## config.mk

```make
export PLATFORM = sky130hd
export DESIGN_NAME = polynomial_least_squares_tracker_top
export DESIGN_NICKNAME = d
export VERILOG_FILES = /design/src/design/plsq_pkg.sv /design/src/design/plsq_div.sv /design/src/design/plsq_scale.sv /design/src/design/polynomial_least_squares_tracker_top.sv
export SDC_FILE = /design/constraint.sdc
export NUM_CORES = 2
export LEC_CHECK = 0
export BUFFER_PORTS_ARGS = -buffer_cell sky130_fd_sc_hd__buf_2
export CAP_MARGIN = 20
export CELL_PAD_IN_SITES_DETAIL_PLACEMENT = 0
export CELL_PAD_IN_SITES_GLOBAL_PLACEMENT = 1
export CORE_MARGIN = 10
export CORE_UTILIZATION = 55
export CTS_CLUSTER_DIAMETER = 80
export DETAILED_ROUTE_END_ITERATION = 8
export GPL_TIMING_DRIVEN = 0
export PLACE_DENSITY = 0.88
export SYNTH_ARGS = -nofsm -noshare
export SYNTH_HDL_FRONTEND = slang
export SYNTH_SLANG_ARGS = --single-unit
```

## constraint.sdc

```tcl
create_clock -name clk -period 23.3 [get_ports clk]
set_clock_uncertainty 0.05 [all_clocks]
set_input_delay 1.165 -clock clk [delete_from_list [all_inputs] [get_ports clk]]
set_output_delay 1.165 -clock clk [all_outputs]
set_load 0.02 [all_outputs]
```

## src/design/plsq_pkg.sv

```systemverilog
// Shared types, constants and saturating helpers for the polynomial tracker.
// No dependencies; every other design file imports this package.
`default_nettype none

package plsq_pkg;

  // Width of the sample counter and fraction bits of the estimate format.
  localparam int COUNT_BITS = 16;
  localparam int FRAC_BITS  = 32;
  localparam int MEAS_SHIFT = FRAC_BITS - 16;

  localparam logic [COUNT_BITS-1:0] COUNT_MAX = {COUNT_BITS{1'b1}};
  localparam logic signed [63:0] S64_MAX = {1'b0, {63{1'b1}}};
  localparam logic signed [63:0] S64_MIN = {1'b1, {63{1'b0}}};

  // Left shift applied to the product before the divisions.
  typedef enum logic [1:0] {
    SH_0  = 2'd0,
    SH_16 = 2'd1,
    SH_32 = 2'd2
  } sh_t;

  // One scaled product request: |x| * m << sh, divided by divs[0..ndiv-1].
  typedef struct packed {
    logic signed [63:0] x;
    logic [63:0]        m;
    sh_t                sh;
    logic [3:0][63:0]   divs;
    logic [2:0]         ndiv;
  } scale_req_t;

  typedef struct packed {
    logic               done;
    logic signed [63:0] value;
    logic [63:0]        raw;
  } scale_rsp_t;

  function automatic logic signed [63:0] sat_add(input logic signed [63:0] a,
                                                 input logic signed [63:0] b);
    logic signed [63:0] s;
    s = a + b;
    if ((a[63] == b[63]) && (s[63] != a[63])) begin
      s = a[63] ? S64_MIN : S64_MAX;
    end
    return s;
  endfunction

  function automatic logic signed [63:0] sat_sub(input logic signed [63:0] a,
                                                 input logic signed [63:0] b);
    logic signed [63:0] s;
    s = a - b;
    if ((a[63] != b[63]) && (s[63] != a[63])) begin
      s = a[63] ? S64_MIN : S64_MAX;
    end
    return s;
  endfunction

endpackage

`default_nettype wire

```

## src/design/plsq_div.sv

```systemverilog
// Restoring divider, one quotient bit per cycle, 128-bit by 64-bit,
// quotient magnitude rounded half up. Imports plsq_pkg.
`default_nettype none

module plsq_div (
  input  wire logic         clk,
  input  wire logic         rst_n,
  input  wire logic         start,
  input  wire logic [127:0] num,
  input  wire logic [63:0]  den,
  output logic              done,
  output logic [127:0]      quo
);
  import plsq_pkg::*;

  typedef enum logic [2:0] {
    DV_IDLE = 3'b001,
    DV_RUN  = 3'b010,
    DV_RND  = 3'b100
  } dv_state_t;

  dv_state_t    state_r;
  logic [127:0] n_r;
  logic [63:0]  rem_r;
  logic [63:0]  den_r;
  logic [6:0]   cnt_r;
  logic         done_r;

  logic [63:0]  rsh;
  logic         ge;
  logic         rnd_up;

  // One restoring step; the bit shifted out of the remainder forces a subtract.
  always_comb begin
    rsh    = {rem_r[62:0], n_r[127]};
    ge     = rem_r[63] || (rsh >= den_r);
    rnd_up = rem_r >= (den_r - rem_r);
  end

  always_ff @(posedge clk) begin
    if (!rst_n) begin
      state_r <= DV_IDLE;
      done_r  <= 1'b0;
    end else begin
      done_r <= 1'b0;
      unique case (state_r)
        DV_IDLE: begin
          if (start) begin
            n_r     <= num;
            den_r   <= den;
            rem_r   <= '0;
            cnt_r   <= 7'd127;
            state_r <= DV_RUN;
          end
        end
        DV_RUN: begin
          rem_r <= ge ? (rsh - den_r) : rsh;
          n_r   <= {n_r[126:0], ge};
          cnt_r <= cnt_r - 7'd1;
          if (cnt_r == 7'd0) begin
            state_r <= DV_RND;
          end
        end
        DV_RND: begin
          n_r     <= n_r + {127'd0, rnd_up};
          done_r  <= 1'b1;
          state_r <= DV_IDLE;
        end
        default: state_r <= DV_IDLE;
      endcase
    end
  end

  assign done = done_r;
  assign quo  = n_r;

endmodule

`default_nettype wire

```

## src/design/plsq_scale.sv

```systemverilog
// Scaled product unit: serial shift-add multiply, fixed left shift, then a
// chain of rounded divisions and a signed 64-bit saturation. Uses plsq_div.
`default_nettype none

module plsq_scale (
  input  wire logic                 clk,
  input  wire logic                 rst_n,
  input  wire logic                 start,
  input  wire plsq_pkg::scale_req_t req,
  output plsq_pkg::scale_rsp_t      rsp
);
  import plsq_pkg::*;

  typedef enum logic [4:0] {
    SC_IDLE  = 5'b00001,
    SC_MUL   = 5'b00010,
    SC_SHIFT = 5'b00100,
    SC_DIV   = 5'b01000,
    SC_DWAIT = 5'b10000
  } sc_state_t;

  sc_state_t        state_r;
  logic             neg_r;
  logic [63:0]      xmag_r;
  logic [63:0]      h_r;
  logic [63:0]      l_r;
  logic [5:0]       cnt_r;
  sh_t              sh_r;
  logic [3:0][63:0] divs_r;
  logic [2:0]       ndiv_r;
  logic [2:0]       idx_r;
  logic [127:0]     w_r;
  logic             done_r;

  logic [64:0]      sum;
  logic             div_start;
  logic             div_done;
  logic [127:0]     div_quo;
  logic             ovf;

  // Shift-add step: add |x| when the low multiplier bit is set.
  always_comb begin
    sum = {1'b0, h_r} + (l_r[0] ? {1'b0, xmag_r} : 65'd0);
  end

  assign div_start = (state_r == SC_DIV) && (idx_r != ndiv_r);

  plsq_div u_div (
    .clk   (clk),
    .rst_n (rst_n),
    .start (div_start),
    .num   (w_r),
    .den   (divs_r[idx_r[1:0]]),
    .done  (div_done),
    .quo   (div_quo)
  );

  always_ff @(posedge clk) begin
    if (!rst_n) begin
      state_r <= SC_IDLE;
      done_r  <= 1'b0;
    end else begin
      done_r <= 1'b0;
      unique case (state_r)
        SC_IDLE: begin
          if (start) begin
            neg_r   <= req.x[63];
            xmag_r  <= req.x[63] ? (64'd0 - req.x) : req.x;
            h_r     <= '0;
            l_r     <= req.m;
            cnt_r   <= 6'd63;
            sh_r    <= req.sh;
            divs_r  <= req.divs;
            ndiv_r  <= req.ndiv;
            state_r <= SC_MUL;
          end
        end
        SC_MUL: begin
          h_r   <= sum[64:1];
          l_r   <= {sum[0], l_r[63:1]};
          cnt_r <= cnt_r - 6'd1;
          if (cnt_r == 6'd0) begin
            state_r <= SC_SHIFT;
          end
        end
        SC_SHIFT: begin
          case (sh_r)
            SH_16:   w_r <= {h_r, l_r} << 16;
            SH_32:   w_r <= {h_r, l_r} << 32;
            default: w_r <= {h_r, l_r};
          endcase
          idx_r   <= '0;
          state_r <= SC_DIV;
        end
        SC_DIV: begin
          if (idx_r == ndiv_r) begin
            done_r  <= 1'b1;
            state_r <= SC_IDLE;
          end else begin
            state_r <= SC_DWAIT;
          end
        end
        SC_DWAIT: begin
          if (div_done) begin
            w_r     <= div_quo;
            idx_r   <= idx_r + 3'd1;
            state_r <= SC_DIV;
          end
        end
        default: state_r <= SC_IDLE;
      endcase
    end
  end

  // Saturate the signed result from the magnitude and the sign of x.
  assign ovf = (w_r[127:64] != 64'd0) || w_r[63];

  always_comb begin
    rsp.done = done_r;
    rsp.raw  = w_r[63:0];
    if (!neg_r) begin
      rsp.value = ovf ? S64_MAX : w_r[63:0];
    end else begin
      rsp.value = ovf ? S64_MIN : (64'd0 - w_r[63:0]);
    end
  end

endmodule

`default_nettype wire

```

## src/design/polynomial_least_squares_tracker_top.sv

```systemverilog
// Top level of the recursive least-squares polynomial tracker: handshakes,
// order register, state and the operation sequencer. Uses plsq_pkg, plsq_scale.
//
//  Channel | Direction | Handshake       | Word
//  in_     | input     | valid / stall   | measurement, sample time, restart
//  out_    | output    | valid / stall   | level, rate, accel, time error
//  cfg_    | input     | valid / ready   | filter order (ready is always high)
//
// One item at a time. Each product runs through the serial multiplier and
// each division through the bit-serial divider; a time error skips them all.
// Reset is synchronous and active low and clears the estimates, count, last
// time and sets the order to 2. A stalled result holds in the output
// register; the next word is taken while it waits.
`default_nettype none

module polynomial_least_squares_tracker_top (
  input  wire logic        clk,
  input  wire logic        rst_n,
  input  wire logic        in_valid,
  output logic             in_stall,
  input  wire logic [31:0] in_measurement,
  input  wire logic [31:0] in_sample_time,
  input  wire logic        in_restart,
  output logic             out_valid,
  input  wire logic        out_stall,
  output logic [63:0]      out_level_estimate,
  output logic [63:0]      out_rate_estimate,
  output logic [63:0]      out_accel_estimate,
  output logic             out_time_error,
  input  wire logic        cfg_valid,
  output logic             cfg_ready,
  input  wire logic [1:0]  cfg_filter_order
);
  import plsq_pkg::*;

  typedef enum logic [9:0] {
    ST_IDLE  = 10'b0000000001,
    ST_CHECK = 10'b0000000010,
    ST_OP    = 10'b0000000100,
    ST_WAIT  = 10'b0000001000,
    ST_PA    = 10'b0000010000,
    ST_PB    = 10'b0000100000,
    ST_RES   = 10'b0001000000,
    ST_G0    = 10'b0010000000,
    ST_UPD   = 10'b0100000000,
    ST_OUT   = 10'b1000000000
  } st_t;

  typedef enum logic [2:0] {
    OP_DD  = 3'd0,
    OP_P1  = 3'd1,
    OP_P2  = 3'd2,
    OP_Q   = 3'd3,
    OP_G0A = 3'd4,
    OP_G0B = 3'd5,
    OP_G1  = 3'd6,
    OP_G2  = 3'd7
  } op_t;

  st_t                   state_r;
  op_t                   op_r;
  logic [1:0]            order_cfg_r;
  logic [1:0]            ord_r;

  // Filter state.
  logic signed [63:0]    level_r;
  logic signed [63:0]    rate_r;
  logic signed [63:0]    accel_r;
  logic [31:0]           last_time_r;
  logic [COUNT_BITS-1:0] count_r;

  // Per-item working registers.
  logic signed [63:0]    mq_r;
  logic [31:0]           time_r;
  logic [31:0]           d_r;
  logic [COUNT_BITS-1:0] k_r;
  logic [63:0]           dd_r;
  logic signed [63:0]    p1_r, p2_r, q_r;
  logic signed [63:0]    pa_r, pred0_r, pred1_r, res_r;
  logic signed [63:0]    g0a_r, g0b_r, g1_r, g2_r, g0_r;
  logic                  err_r;

  logic                  out_valid_r;
  logic [63:0]           out_level_r, out_rate_r, out_accel_r;
  logic                  out_err_r;

  logic signed [63:0]    a1, a2;
  logic [63:0]           k64, kp1, kp2, d64, twok1;
  logic                  op_used;
  scale_req_t            req;
  scale_rsp_t            rsp;
  logic                  sc_start;
  logic signed [63:0]    op_val;
  logic                  op_last_pre;
  logic                  op_last;

  assign a1 = (ord_r != 2'd0) ? rate_r : 64'sd0;
  assign a2 = (ord_r == 2'd2) ? accel_r : 64'sd0;

  assign k64   = 64'(k_r);
  assign kp1   = k64 + 64'd1;
  assign kp2   = k64 + 64'd2;
  assign d64   = 64'(d_r);
  assign twok1 = (k64 << 1) - 64'd1;

  // Operand selection for the current scaled product.
  always_comb begin
    req      = '0;
    req.sh   = SH_0;
    req.x    = res_r;
    op_used  = 1'b1;
    case (op_r)
      OP_DD: begin
        req.x = $signed(d64);
        req.m = d64;
        op_used = (ord_r == 2'd2);
      end
      OP_P1: begin
        req.x = a1;
        req.m = d64;
        req.divs[0] = 64'd65536;
        req.ndiv = 3'd1;
        op_used = (ord_r != 2'd0);
      end
      OP_P2: begin
        req.x = a2;
        req.m = dd_r;
        req.divs[0] = 64'd1 << 33;
        req.ndiv = 3'd1;
        op_used = (ord_r == 2'd2);
      end
      OP_Q: begin
        req.x = a2;
        req.m = d64;
        req.divs[0] = 64'd65536;
        req.ndiv = 3'd1;
        op_used = (ord_r == 2'd2);
      end
      OP_G0A: begin
        if (ord_r == 2'd0) begin
          req.m = 64'd1;
          req.divs[0] = k64;
          req.ndiv = 3'd1;
        end else if (ord_r == 2'd1) begin
          req.m = twok1 << 1;
          req.divs[0] = k64;
          req.divs[1] = kp1;
          req.ndiv = 3'd2;
        end else begin
          req.m = ((k64 - 64'd1) << 3) + (k64 - 64'd1);
          req.divs[0] = kp1;
          req.divs[1] = kp2;
          req.ndiv = 3'd2;
        end
      end
      OP_G0B: begin
        req.m = 64'd6;
        req.divs[0] = k64;
        req.divs[1] = kp1;
        req.divs[2] = kp2;
        req.ndiv = 3'd3;
        op_used = (ord_r == 2'd2);
      end
      OP_G1: begin
        req.sh = SH_16;
        req.divs[0] = d64;
        req.divs[1] = k64;
        req.divs[2] = kp1;
        if (ord_r == 2'd1) begin
          req.m = 64'd6;
          req.ndiv = 3'd3;
        end else begin
          req.m = (twok1 << 4) + (twok1 << 1);
          req.divs[3] = kp2;
          req.ndiv = 3'd4;
        end
        op_used = (ord_r != 2'd0);
      end
      default: begin
        req.m = 64'd60;
        req.sh = SH_32;
        req.divs[0] = dd_r;
        req.divs[1] = k64;
        req.divs[2] = kp1;
        req.divs[3] = kp2;
        req.ndiv = 3'd4;
        op_used = (ord_r == 2'd2);
      end
    endcase
  end

  assign sc_start = (state_r == ST_OP) && op_used;

  plsq_scale u_scale (
    .clk   (clk),
    .rst_n (rst_n),
    .start (sc_start),
    .req   (req),
    .rsp   (rsp)
  );

  // Value written to the current op's destination; skipped ops give zero.
  assign op_val      = (state_r == ST_WAIT) ? rsp.value : 64'sd0;
  assign op_last_pre = (op_r == OP_Q);
  assign op_last     = (op_r == OP_G2);

  assign in_stall  = (state_r != ST_IDLE);
  assign cfg_ready = 1'b1;

  always_ff @(posedge clk) begin
    if (!rst_n) begin
      state_r     <= ST_IDLE;
      order_cfg_r <= 2'd2;
      level_r     <= '0;
      rate_r      <= '0;
      accel_r     <= '0;
      last_time_r <= '0;
      count_r     <= '0;
      out_valid_r <= 1'b0;
    end else begin
      // Order register write.
      if (cfg_valid && cfg_ready) begin
        order_cfg_r <= cfg_filter_order;
      end
      // Output register drains; in the output state the load below decides.
      if (out_valid_r && !out_stall && (state_r != ST_OUT)) begin
        out_valid_r <= 1'b0;
      end
      unique case (state_r)
        ST_IDLE: begin
          if (in_valid) begin
            mq_r   <= 64'(signed'(in_measurement)) <<< MEAS_SHIFT;
            time_r <= in_sample_time;
            ord_r  <= (order_cfg_r == 2'd3) ? 2'd2 : order_cfg_r;
            if (in_restart) begin
              level_r     <= '0;
              rate_r      <= '0;
              accel_r     <= '0;
              last_time_r <= '0;
              count_r     <= '0;
            end
            state_r <= ST_CHECK;
          end
        end
        ST_CHECK: begin
          d_r <= time_r - last_time_r;
          k_r <= (count_r < COUNT_MAX) ? (count_r + 1'b1) : COUNT_MAX;
          if (time_r <= last_time_r) begin
            err_r   <= 1'b1;
            state_r <= ST_OUT;
          end else begin
            err_r   <= 1'b0;
            op_r    <= OP_DD;
            state_r <= ST_OP;
          end
        end
        ST_OP, ST_WAIT: begin
          if ((state_r == ST_OP && !op_used) || (state_r == ST_WAIT && rsp.done)) begin
            case (op_r)
              OP_DD:   dd_r  <= (state_r == ST_WAIT) ? rsp.raw : 64'd0;
              OP_P1:   p1_r  <= op_val;
              OP_P2:   p2_r  <= op_val;
              OP_Q:    q_r   <= op_val;
              OP_G0A:  g0a_r <= op_val;
              OP_G0B:  g0b_r <= op_val;
              OP_G1:   g1_r  <= op_val;
              default: g2_r  <= op_val;
            endcase
            if (op_last_pre) begin
              state_r <= ST_PA;
            end else if (op_last) begin
              state_r <= ST_G0;
            end else begin
              op_r    <= op_t'(3'(op_r + 3'd1));
              state_r <= ST_OP;
            end
          end else if (state_r == ST_OP) begin
            state_r <= ST_WAIT;
          end
        end
        ST_PA: begin
          pa_r    <= sat_add(level_r, p1_r);
          pred1_r <= sat_add(a1, q_r);
          state_r <= ST_PB;
        end
        ST_PB: begin
          pred0_r <= sat_add(pa_r, p2_r);
          state_r <= ST_RES;
        end
        ST_RES: begin
          res_r   <= sat_sub(mq_r, pred0_r);
          op_r    <= OP_G0A;
          state_r <= ST_OP;
        end
        ST_G0: begin
          g0_r    <= sat_add(g0a_r, g0b_r);
          state_r <= ST_UPD;
        end
        ST_UPD: begin
          level_r     <= sat_add(pred0_r, g0_r);
          rate_r      <= (ord_r != 2'd0) ? sat_add(pred1_r, g1_r) : 64'sd0;
          accel_r     <= (ord_r == 2'd2) ? sat_add(a2, g2_r) : 64'sd0;
          last_time_r <= time_r;
          count_r     <= k_r;
          state_r     <= ST_OUT;
        end
        ST_OUT: begin
          if (!out_valid_r || !out_stall) begin
            out_valid_r <= 1'b1;
            out_level_r <= level_r;
            out_rate_r  <= rate_r;
            out_accel_r <= accel_r;
            out_err_r   <= err_r;
            state_r     <= ST_IDLE;
          end
        end
        default: state_r <= ST_IDLE;
      endcase
    end
  end

  assign out_valid          = out_valid_r;
  assign out_level_estimate = out_level_r;
  assign out_rate_estimate  = out_rate_r;
  assign out_accel_estimate = out_accel_r;
  assign out_time_error     = out_err_r;

  // A new result word appears only from the output state.
  a_out_from_seq: assert property (@(posedge clk) disable iff (!rst_n)
    $rose(out_valid) |-> $past(state_r == ST_OUT))
    else $error("result word without a finished item");

  // The scale unit only reports completion while the sequencer waits on it.
  a_done_in_wait: assert property (@(posedge clk) disable iff (!rst_n)
    rsp.done |-> state_r == ST_WAIT)
    else $error("scale unit finished outside a wait");

  // An update only happens for a strictly later sample time.
  a_time_advances: assert property (@(posedge clk) disable iff (!rst_n)
    state_r == ST_UPD |-> time_r > last_time_r)
    else $error("state update without a later sample time");

  // After an update the sample count is never zero.
  a_count_nonzero: assert property (@(posedge clk) disable iff (!rst_n)
    state_r == ST_UPD |=> count_r != '0)
    else $error("sample count zero after update");

endmodule

`default_nettype wire
```

==> results.py <==
metrics = {
    "cts": {
        "postCtsSetupRepairBufs": 0,
        "cts.reportedPaths.clkPinSlew_ns": 0.06,
        "cts_tree": "done",
        "cts.sinks": 2119,
        "ctsResizeCount": 0,
        "cts_buffers": 225,
        "ctsHoldBuffers": 0,
        "clk_latency_ns": 0.95,
        "root_buffer": "clkbuf_16",
        "htree_levels": 4,
        "clk_path_buf_depth": 3,
    },
    "power": {
        "p_leak_uw": 0.0569,
        "p_per_area_nw_per_um2": 60.4,
        "ir_drop_mv": 0.0710,
    },
    "floorplan": {
        "initial_core_util_pct": 55.4,
        "die_w_um": 507,
        "core-area_um2": 236000,
        "rows": 178,
        "die_h_um": 507,
        "die_area_um2": 257000,
        "ios": 268,
    },
    "timing": {
        "relSlewSlack_pct": 4.92,
        "fmax_mhz": 87.8,
        "fin_tns_setup_ns": 0,
        "fin_crit_sh_pct": 48.9,
        "tightest_slew_ns": 1.43,
        "post-route-min-period_ns": 11.39,
        "finalHoldViolCount": 0,
        "setup_viol": 0,
        "rsz0062_at_grt": "no",
        "maxSlewViolCount": 0,
    },
    "global_route": {
        "gr-total-overflow": 0,
        "grt_pass1_wl_um": 740000,
        "antenna_found_initial": 41,
        "grt_use_total_pct": 38.7,
        "grt_max_degree": 66,
        "grt_pass1_vias": 110000,
    },
    "finish": {
        "nNetsFinal": 14900,
        "syn_to_final_growth_pct": 12.1,
        "drive_gt1_share_pct": 6.90,
        "fillCellCount": 19400,
        "final_cell_area_um2": 147000,
    },
    "place": {
        "io_buffers": 266,
        "placed_cell_area_um2": 138000,
        "place_congestion": 1.07,
        "hpwl_um": 410000,
    },
    "worst_setup_path": {
        "cp_slowest_cell": "o41ai_1",
        "crit_type": "flip-flop to flip-flop",
        "start_kind": "flip-flop",
        "crit_fanout": 8,
        "crit_path_end_kind": "flip-flop",
        "crit_required_ns": 23.90,
        "cp.arrival_ns": 11.99,
        "max_stage_delay_ns": 0.75,
    },
    "run_status": {
        "violations": "DRC",
        "status": "finished with violations",
    },
    "route": {
        "vias": 114000,
        "drc": 5,
        "drt_wl_total_um": 519000,
        "drtAntennaViolNets": 0,
        "viasPerCell": 6.56,
        "drt_pass1_iterations": 9,
        "drt_iter0_drc": 15300,
        "wl_per_cell_um": 29.8,
    },
    "logic_synthesis": {
        "synth_ff_type": "edfxtp_1",
        "synth_fp_nets": 14300,
        "synth_cell_types": 99,
        "synth_edf_count": 1856,
        "synth_area_um2": 131000,
        "syn_inst": 13400,
        "ys_async_sr_fraction_pct": 0,
        "synth_seq_cells": 2119,
        "ys_seq_area_share_pct": 46.7,
        "avgSynthCellArea_um2": 9.78,
        "yosysWarningCount": 0,
    },
    "worst_hold_path": {
        "hp-class": "primary input to flip-flop",
    },
    "run": {
        "maxCapViolCount": 0,
    },
}
-- path summary, 6_finish.rpt --
path,startpoint,end,slack [ns],cells after the start
setup reg to reg,u_scale.u_div.den_r[0],u_scale.u_div.quo[116],11.91,38
setup / recovery,u_scale.u_div.den_r[0],u_scale.u_div.quo[116],11.91,38
hold reg to reg,err_r,out_time_error,0.38,0
hold / removal,in_sample_time[26],time_r[26],0.34,1
-- layout make-up --
type	count	area (um^2)	area share, %
antenna	32	80.1	0.0547
clock inverter	136	1630	1.11
tap	3150	3940	2.69
clock buffer	293	6160	4.21
inverter	445	1670	1.14
sequential	2119	61000	41.6
timing repair buffer	454	3840	2.62
multi-input combinational	10100	65400	44.6
buffer	730	2780	1.90
-- layout by cell type (no fill, tap or decap), types with 197 or more instances in the layout --
cell,count
nand3_1,258
buf_2,279
a22oi_1,301
a21oi_1,1072
and2_1,367
ha_1,818
nand4_1,197
nand2_1,1160
o21ai_0,1294
clkbuf_1,719
dfxtp_1,263
a21o_1,498
inv_1,441
clkbuf_16,230
edfxtp_1,1856
xnor2_1,539
nor2_1,1062
xor2_1,404
-- through the flow --
| step | cells | worst slack [ns] | utilization (%) | total power [uW] | hold slack [ns] |
|---|---|---|---|---|---|
| after floorplan | 13400 | 8.59 | - | 4800 | 0.350 |
| after global placement | 16800 | 0.582 | 57.6 | 5090 | 0.357 |
| after detailed placement | 16900 | 12.13 | 58.7 | 5100 | 0.368 |
| after CTS | 17400 | 12.06 | 62.0 | 8810 | 0.288 |
| after global routing | 17400 | 11.39 | 62.1 | 9040 | 0.314 |
| final | 17400 | 11.91 | 62.1 | 8840 | 0.337 |
-- metal layers --
metal,track usage [%],share of wire [%],routed length [um],vias up
li1,-,-,-,51000
met1,45.7,35,183000,54600
met2,61.5,45,234000,6898
met3,7.85,9.9,51300,1804
met4,31.1,9.7,50400,20
met5,0,0.025,130,-
-- worst max-delay path: cells and delay by family (launching register included) --
| kind | cells | cell delay [ns] |
|---|---|---|
| xor gates and xnor gates | 2 | 0.32 |
| buffers and inverters | 6 | 1.19 |
| AOI/OAI and AO/OA | 15 | 4.40 |
| and+or+nand+nor | 10 | 3.31 |
| adders and majority gates | 5 | 1.38 |
| DFF | 1 | 0.43 |
-- synth_stat cells (141+ instances only) --
cell type	number	area share, %
and2_1	367	1.8
o21bai_1	141	0.81
edfxtp_1	1856	43
a22oi_1	301	1.7
dfxtp_1	263	4.0
o21ai_0	1296	5.0
clkbuf_1	681	2.0
nor3_1	195	0.75
a21o_1	498	2.9
inv_1	442	1.3
ha_1	818	7.8
xnor2_1	539	3.6
nor2_1	1084	3.1
and3_1	151	0.72
nand2_1	1160	3.3
nand3_1	258	0.99
a21oi_1	1073	4.1
xor2_1	404	2.7
nand4_1	197	0.94
-- logic make-up after synthesis --
kind of cell             count (synthesis)  synth area share (%)
AO/OA/AOI/OAI                         4274                  20.4
buffers and inverters                 1175                  3.40
flip-flops                            2119                  46.7
multiplexers                            76                 0.747
adder cells (fa/ha/maj)                836                  8.08
AND/OR/NAND/NOR                       3930                  14.3
other                                    1               0.00287
XOR/XNOR                               943                  6.32
-- where the power goes --
part	leakage, uW	switching, uW	total (uW)	internal (uW)
Combinational	0.0332	452	693	242
Sequential	0.0199	162	4370	4200
Clock	0.00377	1660	3780	2130
Power figures use the tool's default switching activity.
